===== src/fps_pkg.sv =====
// ----------------------------------------------------------------------------
// fps_pkg
// Shared types and constants of the feedback priority scheduler.
// ----------------------------------------------------------------------------
package fps_pkg;

   localparam int TASKS   = 16;
   localparam int LEVELS  = 64;
   localparam int ID_W    = 4;
   localparam int LVL_W   = 6;
   localparam int SLICE_W = 10;
   localparam int KIND_W  = 2;
   localparam int REQ_W   = 40;
   localparam int RSP_W   = 24;

   typedef enum logic [KIND_W-1:0] {
      KIND_LOAD    = 2'd0,
      KIND_READY   = 2'd1,
      KIND_RESCHED = 2'd2
   } kind_type;

   typedef enum logic [1:0] {
      STATUS_RUN   = 2'd0,
      STATUS_SLEEP = 2'd1,
      STATUS_WAIT  = 2'd2
   } status_type;

   typedef enum logic [1:0] {
      ERR_NONE  = 2'd0,
      ERR_FULL  = 2'd1,
      ERR_EMPTY = 2'd2
   } err_type;

   typedef enum logic [1:0] {
      CELL_HOLD   = 2'd0,
      CELL_INSERT = 2'd1,
      CELL_POP    = 2'd2
   } cell_op_type;

   // one queue entry
   typedef struct packed {
      logic [ID_W-1:0]  task_id;
      logic [LVL_W-1:0] level;
   } entry_type;

   // command broadcast to every cell of the queue
   typedef struct packed {
      cell_op_type op;
      entry_type   entry;
   } cmd_type;

   // dispatch table row, quantum in the low bits
   typedef struct packed {
      logic [LVL_W-1:0]   sleep_level;
      logic [LVL_W-1:0]   expired_level;
      logic [SLICE_W-1:0] quantum;
   } row_type;

   // request tdata layout without the zero fill, task_id lowest
   typedef struct packed {
      logic               defer_active;
      logic [1:0]         current_status;
      logic [LVL_W-1:0]   row_sleep_level;
      logic [LVL_W-1:0]   row_expired_level;
      logic [SLICE_W-1:0] row_quantum;
      logic [LVL_W-1:0]   level;
      logic [ID_W-1:0]    task_id;
   } item_type;

   // response tdata layout, running_task lowest
   typedef struct packed {
      err_type            error;
      logic               attempt_deferred;
      logic               switched;
      logic [SLICE_W-1:0] slice_ticks;
      logic [LVL_W-1:0]   running_level;
      logic [ID_W-1:0]    running_task;
   } result_type;

endpackage


===== src/fps_ram.sv =====
// ----------------------------------------------------------------------------
// fps_ram
// Generic single write port, single read port RAM with registered read.
// ----------------------------------------------------------------------------
module fps_ram #(
   parameter int WIDTH = 8,
   parameter int DEPTH = 16
) (
   input  logic                     clock,
   input  logic                     wr_en,
   input  logic [$clog2(DEPTH)-1:0] wr_addr,
   input  logic [WIDTH-1:0]         wr_data,
   input  logic [$clog2(DEPTH)-1:0] rd_addr,
   output logic [WIDTH-1:0]         rd_data
);

   logic [WIDTH-1:0] mem_ff [DEPTH];
   logic [WIDTH-1:0] rd_data_ff;

   always_ff @(posedge clock) begin
      if (wr_en) begin
         mem_ff[wr_addr] <= wr_data;
      end
      rd_data_ff <= mem_ff[rd_addr];
   end

   assign rd_data = rd_data_ff;

endmodule


===== src/fps_cell.sv =====
// ----------------------------------------------------------------------------
// fps_cell
// One slot of the sorted ready queue; shifts toward its neighbors.
// ----------------------------------------------------------------------------
module fps_cell (
   input  logic                clock,
   input  fps_pkg::cmd_type    cmd,
   input  logic                occupied,
   input  logic                prev_after,
   input  fps_pkg::entry_type  prev_entry,
   input  fps_pkg::entry_type  next_entry,
   output fps_pkg::entry_type  entry,
   output logic                after
);

   fps_pkg::entry_type entry_ff;
   fps_pkg::entry_type entry_in;

   // new entry goes behind this slot
   assign after = occupied && (entry_ff.level >= cmd.entry.level);

   always_comb begin
      unique case (cmd.op)
         fps_pkg::CELL_INSERT: begin
            if (after) begin
               entry_in = entry_ff;
            end else if (prev_after) begin
               entry_in = cmd.entry;
            end else begin
               entry_in = prev_entry;
            end
         end
         fps_pkg::CELL_POP: begin
            entry_in = next_entry;
         end
         default: begin
            entry_in = entry_ff;
         end
      endcase
   end

   always_ff @(posedge clock) begin
      entry_ff <= entry_in;
   end

   assign entry = entry_ff;

endmodule


===== src/feedback_priority_scheduler_core.sv =====
// ----------------------------------------------------------------------------
// feedback_priority_scheduler_core
// Priority ready queue in a row of cells plus a dispatch table in RAM.
//
//   channel | dir | beat fields
//   req_    | in  | tuser: kind; tdata: task_id .. defer_active
//   rsp_    | out | tdata: running_task .. error
//
// load, ready, deferred and unknown beats: ST_DECODE, then ST_DONE raises
//   rsp_tvalid once the previous result is taken
// reschedule: ST_DECODE, a table read wait, ST_REQUEUE and ST_DEQUEUE as needed,
//   the quantum read and ST_DONE; the delay to rsp_tvalid is set by the table's one
//   registered read port, used up to twice per beat, and by a requeue followed by a dequeue
// one beat at a time; req_tready is high while idle, also while a result waits
// synchronous reset clears queue count and running task; no clearing pass
// ----------------------------------------------------------------------------
module feedback_priority_scheduler_core #(
   parameter int TASKS  = fps_pkg::TASKS,
   parameter int LEVELS = fps_pkg::LEVELS
) (
   input  logic                        clock,
   input  logic                        reset,
   input  logic                        req_tvalid,
   output logic                        req_tready,
   // task_id, level, row_quantum, row_expired_level, row_sleep_level,
   // current_status, defer_active, zero fill
   input  logic [fps_pkg::REQ_W-1:0]   req_tdata,
   // kind
   input  logic [fps_pkg::KIND_W-1:0]  req_tuser,
   output logic                        rsp_tvalid,
   input  logic                        rsp_tready,
   // running_task, running_level, slice_ticks, switched, attempt_deferred, error
   output logic [fps_pkg::RSP_W-1:0]   rsp_tdata
);

   localparam int CNT_W = $clog2(TASKS + 1);
   localparam int LA_W  = (LEVELS > 1) ? $clog2(LEVELS) : 1;
   localparam int ROW_W = $bits(fps_pkg::row_type);

   typedef enum logic [3:0] {
      ST_IDLE,
      ST_DECODE,
      ST_EXP_WAIT,
      ST_SLP_WAIT,
      ST_REQUEUE,
      ST_DEQUEUE,
      ST_QNT_RD,
      ST_QNT_WAIT,
      ST_DONE
   } state_type;

   state_type                     state_ff;
   fps_pkg::item_type             item_ff;
   logic [fps_pkg::KIND_W-1:0]    kind_ff;
   logic [CNT_W-1:0]              count_ff;
   logic [fps_pkg::ID_W-1:0]      cur_task_ff;
   logic [fps_pkg::LVL_W-1:0]     cur_level_ff;
   logic [fps_pkg::SLICE_W-1:0]   cur_slice_ff;
   logic                          sw_ff;
   logic                          att_ff;
   fps_pkg::err_type              err_ff;
   logic                          rd_ok_ff;
   logic                          rsp_valid_ff;
   fps_pkg::result_type           rsp_data_ff;

   fps_pkg::cmd_type              cmd;
   fps_pkg::entry_type            entries [TASKS];
   logic                          afters [TASKS];
   fps_pkg::entry_type            head;
   logic                          empty;
   logic                          full;
   logic                          wr_en;
   logic [ROW_W-1:0]              rd_raw;
   fps_pkg::row_type              rd_row;
   fps_pkg::row_type              wr_row;
   logic [fps_pkg::LVL_W-1:0]     exp_level;

   assign head  = entries[0];
   assign empty = (count_ff == '0);
   assign full  = (count_ff == CNT_W'(TASKS));

   // ready queue
   for (genvar i = 0; i < TASKS; i++) begin : g_cell
      fps_pkg::entry_type prev_entry;
      fps_pkg::entry_type next_entry;
      logic               prev_after;
      if (i == 0) begin : g_first
         assign prev_entry = entries[i];
         assign prev_after = 1'b1;
      end else begin : g_mid
         assign prev_entry = entries[i-1];
         assign prev_after = afters[i-1];
      end
      if (i == TASKS - 1) begin : g_last
         assign next_entry = entries[i];
      end else begin : g_next
         assign next_entry = entries[i+1];
      end
      fps_cell u_cell (
         .clock      (clock),
         .cmd        (cmd),
         .occupied   (count_ff > CNT_W'(i)),
         .prev_after (prev_after),
         .prev_entry (prev_entry),
         .next_entry (next_entry),
         .entry      (entries[i]),
         .after      (afters[i])
      );
   end

   // dispatch table
   assign wr_row = '{sleep_level:   item_ff.row_sleep_level,
                     expired_level: item_ff.row_expired_level,
                     quantum:       item_ff.row_quantum};
   assign wr_en  = (state_ff == ST_DECODE) &&
                   (kind_ff == fps_pkg::KIND_LOAD) &&
                   (int'(item_ff.level) < LEVELS);

   fps_ram #(
      .WIDTH (ROW_W),
      .DEPTH (LEVELS)
   ) u_table (
      .clock   (clock),
      .wr_en   (wr_en),
      .wr_addr (LA_W'(item_ff.level)),
      .wr_data (wr_row),
      .rd_addr (LA_W'(cur_level_ff)),
      .rd_data (rd_raw)
   );

   // rows beyond the table read as zero
   assign rd_row    = rd_ok_ff ? fps_pkg::row_type'(rd_raw) : '0;
   assign exp_level = rd_row.expired_level;

   always_comb begin
      cmd.op    = fps_pkg::CELL_HOLD;
      cmd.entry = '{task_id: item_ff.task_id, level: item_ff.level};
      unique case (state_ff)
         ST_DECODE: begin
            if (kind_ff == fps_pkg::KIND_READY && !full) begin
               cmd.op = fps_pkg::CELL_INSERT;
            end
         end
         ST_REQUEUE: begin
            cmd.op    = fps_pkg::CELL_INSERT;
            cmd.entry = '{task_id: cur_task_ff, level: cur_level_ff};
         end
         ST_DEQUEUE: begin
            if (!empty) begin
               cmd.op = fps_pkg::CELL_POP;
            end
         end
         default: begin
            cmd.op = fps_pkg::CELL_HOLD;
         end
      endcase
   end

   always_ff @(posedge clock) begin
      rd_ok_ff <= (int'(cur_level_ff) < LEVELS);
      if (reset) begin
         state_ff     <= ST_IDLE;
         count_ff     <= '0;
         cur_task_ff  <= '0;
         cur_level_ff <= '0;
         cur_slice_ff <= '0;
         rsp_valid_ff <= 1'b0;
      end else begin
         if (rsp_valid_ff && rsp_tready && state_ff != ST_DONE) begin
            rsp_valid_ff <= 1'b0;
         end
         unique case (state_ff)
            ST_IDLE: begin
               if (req_tvalid) begin
                  item_ff  <= fps_pkg::item_type'(req_tdata[$bits(fps_pkg::item_type)-1:0]);
                  kind_ff  <= req_tuser;
                  sw_ff    <= 1'b0;
                  att_ff   <= 1'b0;
                  err_ff   <= fps_pkg::ERR_NONE;
                  state_ff <= ST_DECODE;
               end
            end
            ST_DECODE: begin
               unique case (fps_pkg::kind_type'(kind_ff))
                  fps_pkg::KIND_READY: begin
                     if (full) begin
                        err_ff <= fps_pkg::ERR_FULL;
                     end else begin
                        count_ff <= count_ff + CNT_W'(1);
                     end
                     state_ff <= ST_DONE;
                  end
                  fps_pkg::KIND_RESCHED: begin
                     if (item_ff.defer_active) begin
                        att_ff   <= 1'b1;
                        state_ff <= ST_DONE;
                     end else begin
                        unique case (fps_pkg::status_type'(item_ff.current_status))
                           fps_pkg::STATUS_RUN:   state_ff <= ST_EXP_WAIT;
                           fps_pkg::STATUS_SLEEP: state_ff <= ST_SLP_WAIT;
                           default:               state_ff <= ST_DEQUEUE;
                        endcase
                     end
                  end
                  default: begin
                     state_ff <= ST_DONE;
                  end
               endcase
            end
            ST_EXP_WAIT: begin
               cur_level_ff <= exp_level;
               if (empty || exp_level > head.level) begin
                  state_ff <= ST_QNT_RD;
               end else if (full) begin
                  err_ff   <= fps_pkg::ERR_FULL;
                  state_ff <= ST_QNT_RD;
               end else begin
                  state_ff <= ST_REQUEUE;
               end
            end
            ST_SLP_WAIT: begin
               cur_level_ff <= rd_row.sleep_level;
               state_ff     <= ST_DEQUEUE;
            end
            ST_REQUEUE: begin
               count_ff <= count_ff + CNT_W'(1);
               state_ff <= ST_DEQUEUE;
            end
            ST_DEQUEUE: begin
               if (empty) begin
                  err_ff   <= fps_pkg::ERR_EMPTY;
                  state_ff <= ST_DONE;
               end else begin
                  sw_ff        <= (head.task_id != cur_task_ff);
                  cur_task_ff  <= head.task_id;
                  cur_level_ff <= head.level;
                  count_ff     <= count_ff - CNT_W'(1);
                  state_ff     <= ST_QNT_RD;
               end
            end
            ST_QNT_RD: begin
               state_ff <= ST_QNT_WAIT;
            end
            ST_QNT_WAIT: begin
               cur_slice_ff <= rd_row.quantum;
               state_ff     <= ST_DONE;
            end
            ST_DONE: begin
               if (!rsp_valid_ff || rsp_tready) begin
                  rsp_valid_ff                 <= 1'b1;
                  rsp_data_ff.running_task     <= cur_task_ff;
                  rsp_data_ff.running_level    <= cur_level_ff;
                  rsp_data_ff.slice_ticks      <= cur_slice_ff;
                  rsp_data_ff.switched         <= sw_ff;
                  rsp_data_ff.attempt_deferred <= att_ff;
                  rsp_data_ff.error            <= err_ff;
                  state_ff                     <= ST_IDLE;
               end
            end
            default: begin
               state_ff <= ST_IDLE;
            end
         endcase
      end
   end

   assign req_tready = (state_ff == ST_IDLE);
   assign rsp_tvalid = rsp_valid_ff;
   assign rsp_tdata  = rsp_data_ff;

   a_count_bound : assert property (@(posedge clock) disable iff (reset)
      count_ff <= CNT_W'(TASKS))
      else $error("queue count beyond capacity");

   a_insert_room : assert property (@(posedge clock) disable iff (reset)
      cmd.op == fps_pkg::CELL_INSERT |=> count_ff == $past(count_ff) + CNT_W'(1))
      else $error("insert without count update");

   a_pop_nonempty : assert property (@(posedge clock) disable iff (reset)
      cmd.op == fps_pkg::CELL_POP |-> !empty)
      else $error("pop from empty queue");

   a_defer_quiet : assert property (@(posedge clock) disable iff (reset)
      rsp_valid_ff && rsp_data_ff.attempt_deferred |->
         !rsp_data_ff.switched && rsp_data_ff.error == fps_pkg::ERR_NONE)
      else $error("deferred beat carries switch or error");

   a_empty_no_switch : assert property (@(posedge clock) disable iff (reset)
      rsp_valid_ff && rsp_data_ff.error == fps_pkg::ERR_EMPTY |-> !rsp_data_ff.switched)
      else $error("switch reported on empty dequeue");

endmodule

===== config.mk =====
export PLATFORM = sky130hd
export DESIGN_NAME = feedback_priority_scheduler_core
export DESIGN_NICKNAME = d
export VERILOG_FILES = /design/src/fps_pkg.sv /design/src/fps_ram.sv /design/src/fps_cell.sv /design/src/feedback_priority_scheduler_core.sv
export SDC_FILE = /design/constraint.sdc
export NUM_CORES = 2
export LEC_CHECK = 0
export CAP_MARGIN = 0
export CORE_ASPECT_RATIO = 1.75
export CORE_MARGIN = 3
export CORE_UTILIZATION = 60
export CTS_BUF_LIST = sky130_fd_sc_hd__clkbuf_8
export CTS_CLUSTER_DIAMETER = 60
export DETAILED_ROUTE_END_ITERATION = 6
export DONT_BUFFER_PORTS = 1
export GPL_TIMING_DRIVEN = 0
export PLACE_DENSITY = 0.76
export SLEW_MARGIN = 20
export SYNTH_ARGS = -nofsm -noshare
export SYNTH_HDL_FRONTEND = slang
export SYNTH_SLANG_ARGS = --single-unit

===== constraint.sdc =====
create_clock -name clock -period 5.37 [get_ports clock]
set_clock_uncertainty 0.05 [all_clocks]
set_input_delay 0.2685 -clock clock [delete_from_list [all_inputs] [get_ports clock]]
set_output_delay 0.2685 -clock clock [all_outputs]
set_load 0.01 [all_outputs]

# Yosys cells after proc, flatten, opt, wreduce, memory -nomap -nowiden
# Memory sizes are Yosys's and may differ from the RTL's. A register that Yosys moved wholly into a read port is not among the register bits.
# Index checks and enable logic that the tools add are counted.
dict set report totals {
  output_inout_bits 26
  elab_cells 275
  reg_bits 255
  mem_bits_rw 1408
  n_memories 1
}
# memory depth width rd rd_ports_with_merged_regs wr line_no
set mem_list {}
lappend mem_list {u_table.mem_ff 64 22 1 1 1 fps_ram.sv:17} ;# logic [WIDTH-1:0] mem_ff [DEPTH];
dict set report classes {
  n_bitwise 3
  n_reduce_logical 60
  addsub 2
  eq_ne 40
  muxes 81
  n_lt_le_gt_ge 33
}
# cell count
set ops {}
lappend ops {{$mux 10} 31}
lappend ops {{$pmux 10 s2} 15}
lappend ops {{$ge 6x6->1} 16}
lappend ops {{$ne 2x2->1 const B} 22}
lappend ops {{$gt 5x4->1 const B} 8}
lappend ops {{$reduce_and 2->1} 19}
lappend ops {{$pmux 4 s8} 1}
lappend ops {{$gt 5x3->1 const B} 4}
lappend ops {{$logic_and 1x1->1} 20}
lappend ops {{$mux 4} 5}
lappend ops {{$pmux 6 s3} 1}
lappend ops {{$eq 4x3->1 const B} 4}
lappend ops {{$mux 2} 8}
lappend ops {{$mux 5} 3}
lappend ops {{$pmux 5 s3} 1}
lappend ops {{$gt 5x1->1 const B} 2}
lappend ops {{$gt 5x2->1 const B} 2}
lappend ops {{$mux 1} 10}
lappend ops {{$eq 4x2->1 const B} 2}
lappend ops {{$pmux 2 s4} 1}
lappend ops {{$reduce_and 4->1} 2}
lappend ops {{$eq 2x1->1 const B} 3}
lappend ops {{$gt 6x6->1} 1}
lappend ops {{$mux 6} 1}
lappend ops {{25 further kinds} 37}

# Logic depth before layout (Yosys ltp)
dict set report logic_depth {
  ltp_word 8
  depth_mapped 15
  mapped_depth_nobuf 11
}

# By module
# A second synthesis with hierarchy kept.
dict set report unflattened {
  cells_unflattened 3776
  area_unflattened_um2 69558.0
}
# mod n_inst seq_area_each_um2 cells_each area_per_inst_um2
set by_module_without_submodules {}
lappend by_module_without_submodules {fps_ram 1 42721.0 2349 54270.8}
lappend by_module_without_submodules {fps_cell 16 300.3 67 694.4}
lappend by_module_without_submodules {feedback_priority_scheduler_core 1 2552.4 355 4176.5}

# Least setup slack after synthesis
# No wires, ideal clock.
dict set report synth_path {
  path_kind {register -> register}
  start {register cur_level_ff[0] (netlist name)}
  end {register g_cell[11].u_cell.entry_ff, in the netlist g_cell[11].u_cell.entry[0], enable pin}
  path_slack_ns 0.484
  arrival_ns 4.445
  path_stages_with_launch 15
  setup_time_ns 0.391
  cell_sequence {dfxtp_1 -> clkbuf_1 -> clkbuf_1 -> buf_2 -> buf_2 -> mux2_2 -> clkbuf_1 -> ha_1 -> nand2b_1 -> a2111oi_0 -> o21ai_0 -> a211oi_1 -> nor3_1 -> clkbuf_1 -> o21ai_0}
}
dict set report synth_between {
  elab_chain_len 5
}
# element line_no
set synth_lines {}
lappend synth_lines {{from (decl)} feedback_priority_scheduler_core.sv:57} ;# logic [fps_pkg::LVL_W-1:0] cur_level_ff;
lappend synth_lines {{from (signal assigned)} feedback_priority_scheduler_core.sv:211} ;# cur_level_ff <= exp_level;
lappend synth_lines {{from (signal assigned)} feedback_priority_scheduler_core.sv:222} ;# cur_level_ff <= rd_row.sleep_level;
lappend synth_lines {{from (signal assigned)} feedback_priority_scheduler_core.sv:236} ;# cur_level_ff <= head.level;
lappend synth_lines {{$mux 10} feedback_priority_scheduler_core.sv:138} ;# unique case (state_ff)
lappend synth_lines {{$ge 6x6->1} fps_cell.sv:20} ;# assign after = occupied && (entry_ff.level >= cmd.entry.level);
lappend synth_lines {{$logic_and 1x1->1} fps_cell.sv:20}
lappend synth_lines {{$ne 2x2->1 (no source line)} n/a}
lappend synth_lines {{$reduce_and 2->1 (no source line)} n/a}
lappend synth_lines {{to (signal assigned)} fps_cell.sv:43} ;# entry_ff <= entry_in;
lappend synth_lines {{to (decl)} fps_cell.sv:16} ;# fps_pkg::entry_type entry_ff;
# Every way passes these cells.
# A chain may end at the register's enable or synchronous reset.

# Worst setup path in the final report
dict set report layout_path {
  start {register cur_level_ff[1] (netlist name)}
  end {register g_cell[5].u_cell.entry_ff, in the netlist g_cell[5].u_cell.entry[6], enable pin}
}
dict set report layout_between {
  elab_chain_len 5
}
# element line_no
set layout_lines {}
lappend layout_lines {{$mux 10} feedback_priority_scheduler_core.sv:138}
lappend layout_lines {{$ge 6x6->1} fps_cell.sv:20}
lappend layout_lines {{$logic_and 1x1->1} fps_cell.sv:20}
lappend layout_lines {{$ne 2x2->1 (no source line)} n/a}
lappend layout_lines {{$reduce_and 2->1 (no source line)} n/a}
lappend layout_lines {{to (signal assigned)} fps_cell.sv:43}
lappend layout_lines {{to (decl)} fps_cell.sv:16}
# Every way passes these cells.

==> impl_metrics.ini <==
[sta]
max_freq_mhz = 193.2
slew_headroom_pct = 16.65
final-setup-viol-count = 0
least_margin_pin_slew_ns = 1.250
final.period_utilization_pct = 96.41
unrepaired_setup_endpoints_after_global_routing = no
min_period_ns = 5.177
final_worst_setup_slack_ns = 0.1930
finalHoldViolCount = 0
setup_total_negative_slack_ns = 0
timing_max_transition_violations_final = 0

[route]
ant_nets = 0
route.detailed.drc = 1
avgRoutedWirePerCell_um = 34.16
vias_per_cell = 6.758
drt_pre_antenna_iters = 7
totalWireLength_um = 189900
via_count = 37582
drt-initial-drc-count = 4915

[synthesis]
mappedNetlistArea_sq_mm = 0.06793
seq_area_frac_synth_pct = 73.73
ys_ff_latch = 1685
yosys_most_used_dff = sky130_fd_sc_hd__edfxtp_1
asyncSetResetFlopFracSynth_pct = 0
synth_edf_count = 1633
syn_nets = 3591
yosysUniqueCellTypes = 55
avg_cell_area_syn_sq_um = 19.67
ys_warn_count = 0
postSynthCellCount = 3454

[clock_tree]
clock_latency_ns = 0.97
root_buffer = sky130_fd_sc_hd__clkbuf_8
h-tree-depth = 4
clockBufferDepth = 3
cts.reportedPaths.clkPinSlew_ns = 0.07
cts_tree = done
cts_made_buffers = 221
tritoncts_num_sinks = 1685

[final_layout]
fillerInstances = 6605
drive_gt1_share_pct = 26.04
layout.cells.most_common_list = sky130_fd_sc_hd__edfxtp_1, sky130_fd_sc_hd__mux4_2, sky130_fd_sc_hd__clkbuf_8
design.final.nets = 4039
syn_to_final_growth_pct = 15.14
postLayoutCoreUtil_pct = 69.90
layout_commonest_cell = sky130_fd_sc_hd__edfxtp_1

[power]
power_density_mw_per_mm2 = 316.9
static-leakage-power_uw = 0.02433
vdd_drop_max_mv = 0.2852

[floorplan]
design.core.area_sq_mm = 0.1119
horizontal_die_dimension_um = 260.3
fp-row-count = 162
die_height_um = 451.1
num_io_pins = 72
die_area_sq_mm = 0.1174
starting_density_pct = 60.71

[outcome]
outcome = complete, but fails checks
failed_checks = DRC

[worst_setup_path]
timing_worst_setup_path_type = register to register
crit_top_cell = sky130_fd_sc_hd__buf_4
critical_path.startpoint_type = register
critical_path.cell_chain = buf_2, buf_6, mux2_2, buf_2, clkinvlp_4, buf_4, buf_4, ha_1, a2111oi_0, o21ai_1, a211oi_1, nor2_1, buf_6, o21ai_1, buf_4
critical_path.n_buffers_inverters = 8
worst_setup_path_end_kind = register
timing.critical_path.required_ns = 5.96
critPathTopFamily = buffers and inverters
max_stage_delay_ns = 0.55
arrival_time_reported_for_the_critical_path_endpoint_ns = 5.77
critical_path.max_fanout = 19
crit_path_max_delay_cell_type = sky130_fd_sc_hd__a2111oi_0

[placement]
hpwlAfterDp_um = 131200
preCtsSetupSlack_ns = -1.784
port_buffers = 0
routabilityCongestion = 1.001

[flow_run]
max_cap_viol_count = 0

[global_route]
grt_max_degree = 31
antenna_violations_before_repair = 6
grt_util_all_layers_pct = 33.20
grt_first_pass_wirelength_um = 272200
grt_overflow_total = 0
first_global_vias = 38967

[hold_path]
hp-class = input port to register
-- registers in the layout, summed over array words and instances, names as in the netlist, 4 cells and up --
name                 flops
u_table.mem_ff        1408
g_cell.u_cell.entry    160
item_ff                 35
rsp_tdata               24
u_table.rd_data         22
cur_slice_ff            10
cur_level_ff             6
count_ff                 5
cur_task_ff              4
state_ff                 4
-- cells by family after synthesis --
logic type / synth area share, %
AO/OA/AOI/OAI: 3.428
XOR/XNOR: 0.1418
adder cells (fa/ha/maj): 1.706
buffers and inverters: 1.503
flip-flops: 73.73
multiplexers: 16.30
AND/OR/NAND/NOR: 3.196
-- worst min-delay path: stages --
cell and delay [ns]:
sky130_fd_sc_hd__dlygate4sd3_1 0.56, sky130_fd_sc_hd__nor2b_1 0.09, sky130_fd_sc_hd__nand2b_1 0.08, sky130_fd_sc_hd__a41oi_1 0.11
-- timing repair --
action                                  in CTS  in global routing
gates resized for setup                     15                 18
endpoints found under the setup margin     299                166
setup buffers                               10                  0
hold endpoints to repair                   131                  0
hold buffers                                79                  0
-- stage by stage --
stage	instance area (sq um)	cells	hold slack [ns]	total power [uW]
global route	78210	5559	0.1452	25450
CTS	78140	5558	0.05061	24820
floorplan	67930	3454	0.3174	15290
detailed placement	73010	5068	0.3174	15720
global placement	69770	4930	0.3175	15600
finish	78210	5561	0.1684	24780
-- cell type report --
class / count / area, sq um / area share [%]
Clock buffer: 237 / 3262 / 4.171
Antenna cell: 3 / 7.507 / 0.009599
Timing Repair Buffer: 227 / 3605 / 4.609
Tap cell: 1476 / 1847 / 2.361
Sequential cell: 1685 / 50080 / 64.03
Multi-Input combinational cell: 1537 / 17380 / 22.22
Clock inverter: 166 / 972.2 / 1.243
Inverter: 36 / 146.4 / 0.1872
Buffer: 194 / 915.9 / 1.171
-- worst paths after layout --
check | start | to | slack [ns] | depth (start not counted)
hold reg to reg | err_ff[0]$_DFFE_PP_ | rsp_tdata[22]$_DFFE_PP_ | 0.37 | 0
setup / recovery | cur_level_ff[1]$_SDFFE_PP0P_ | g_cell[5].u_cell.entry[6]$_DFFE_PP_ | 0.19 | 15
setup reg to reg | cur_level_ff[1]$_SDFFE_PP0P_ | g_cell[5].u_cell.entry[6]$_DFFE_PP_ | 0.19 | 15
hold / removal | rsp_tready | state_ff[3]$_SDFFE_PP0P_ | 0.17 | 4
-- per-layer routing --
metal	track usage (%)	wire length, um	vias to the layer above
li1	-	-	15121
met1	38.12	59910	19130
met2	55.39	96180	2618
met3	6.876	16980	709
met4	24.04	16860	4
met5	0	27	-
-- Yosys cell counts (all sizes together) (10+ instances only) --
library cell  number  area (sq um)
nand2b            19         118.9
buf               76         435.4
ha                91          1139
a21oi             50         250.2
o21ai            196         984.7
or3               17         106.4
a211oi            17         127.6
clkbuf           120         450.4
inv               36         135.1
dfxtp             52          1041
nand3             21         105.1
nor2b             11         68.82
edfxtp          1633         49040
nor3              26         130.1
mux4             440          9910
nand2            219         824.5
mux2              19         221.5
and3              10         62.56
o311ai            11         148.9
o31ai             11         82.58
nor2             165         621.9
a22oi             48         360.4
mux2i             94         940.9
a2111oi           13         113.9
xnor2             10         87.58
-- where the power goes --
group / internal [uW] / total [uW] / switching [uW]
combinational: 344 / 944 / 601
clock: 4510 / 9250 / 4740
sequential: 14500 / 14600 / 96.1
Power figures use the tool's default switching activity.
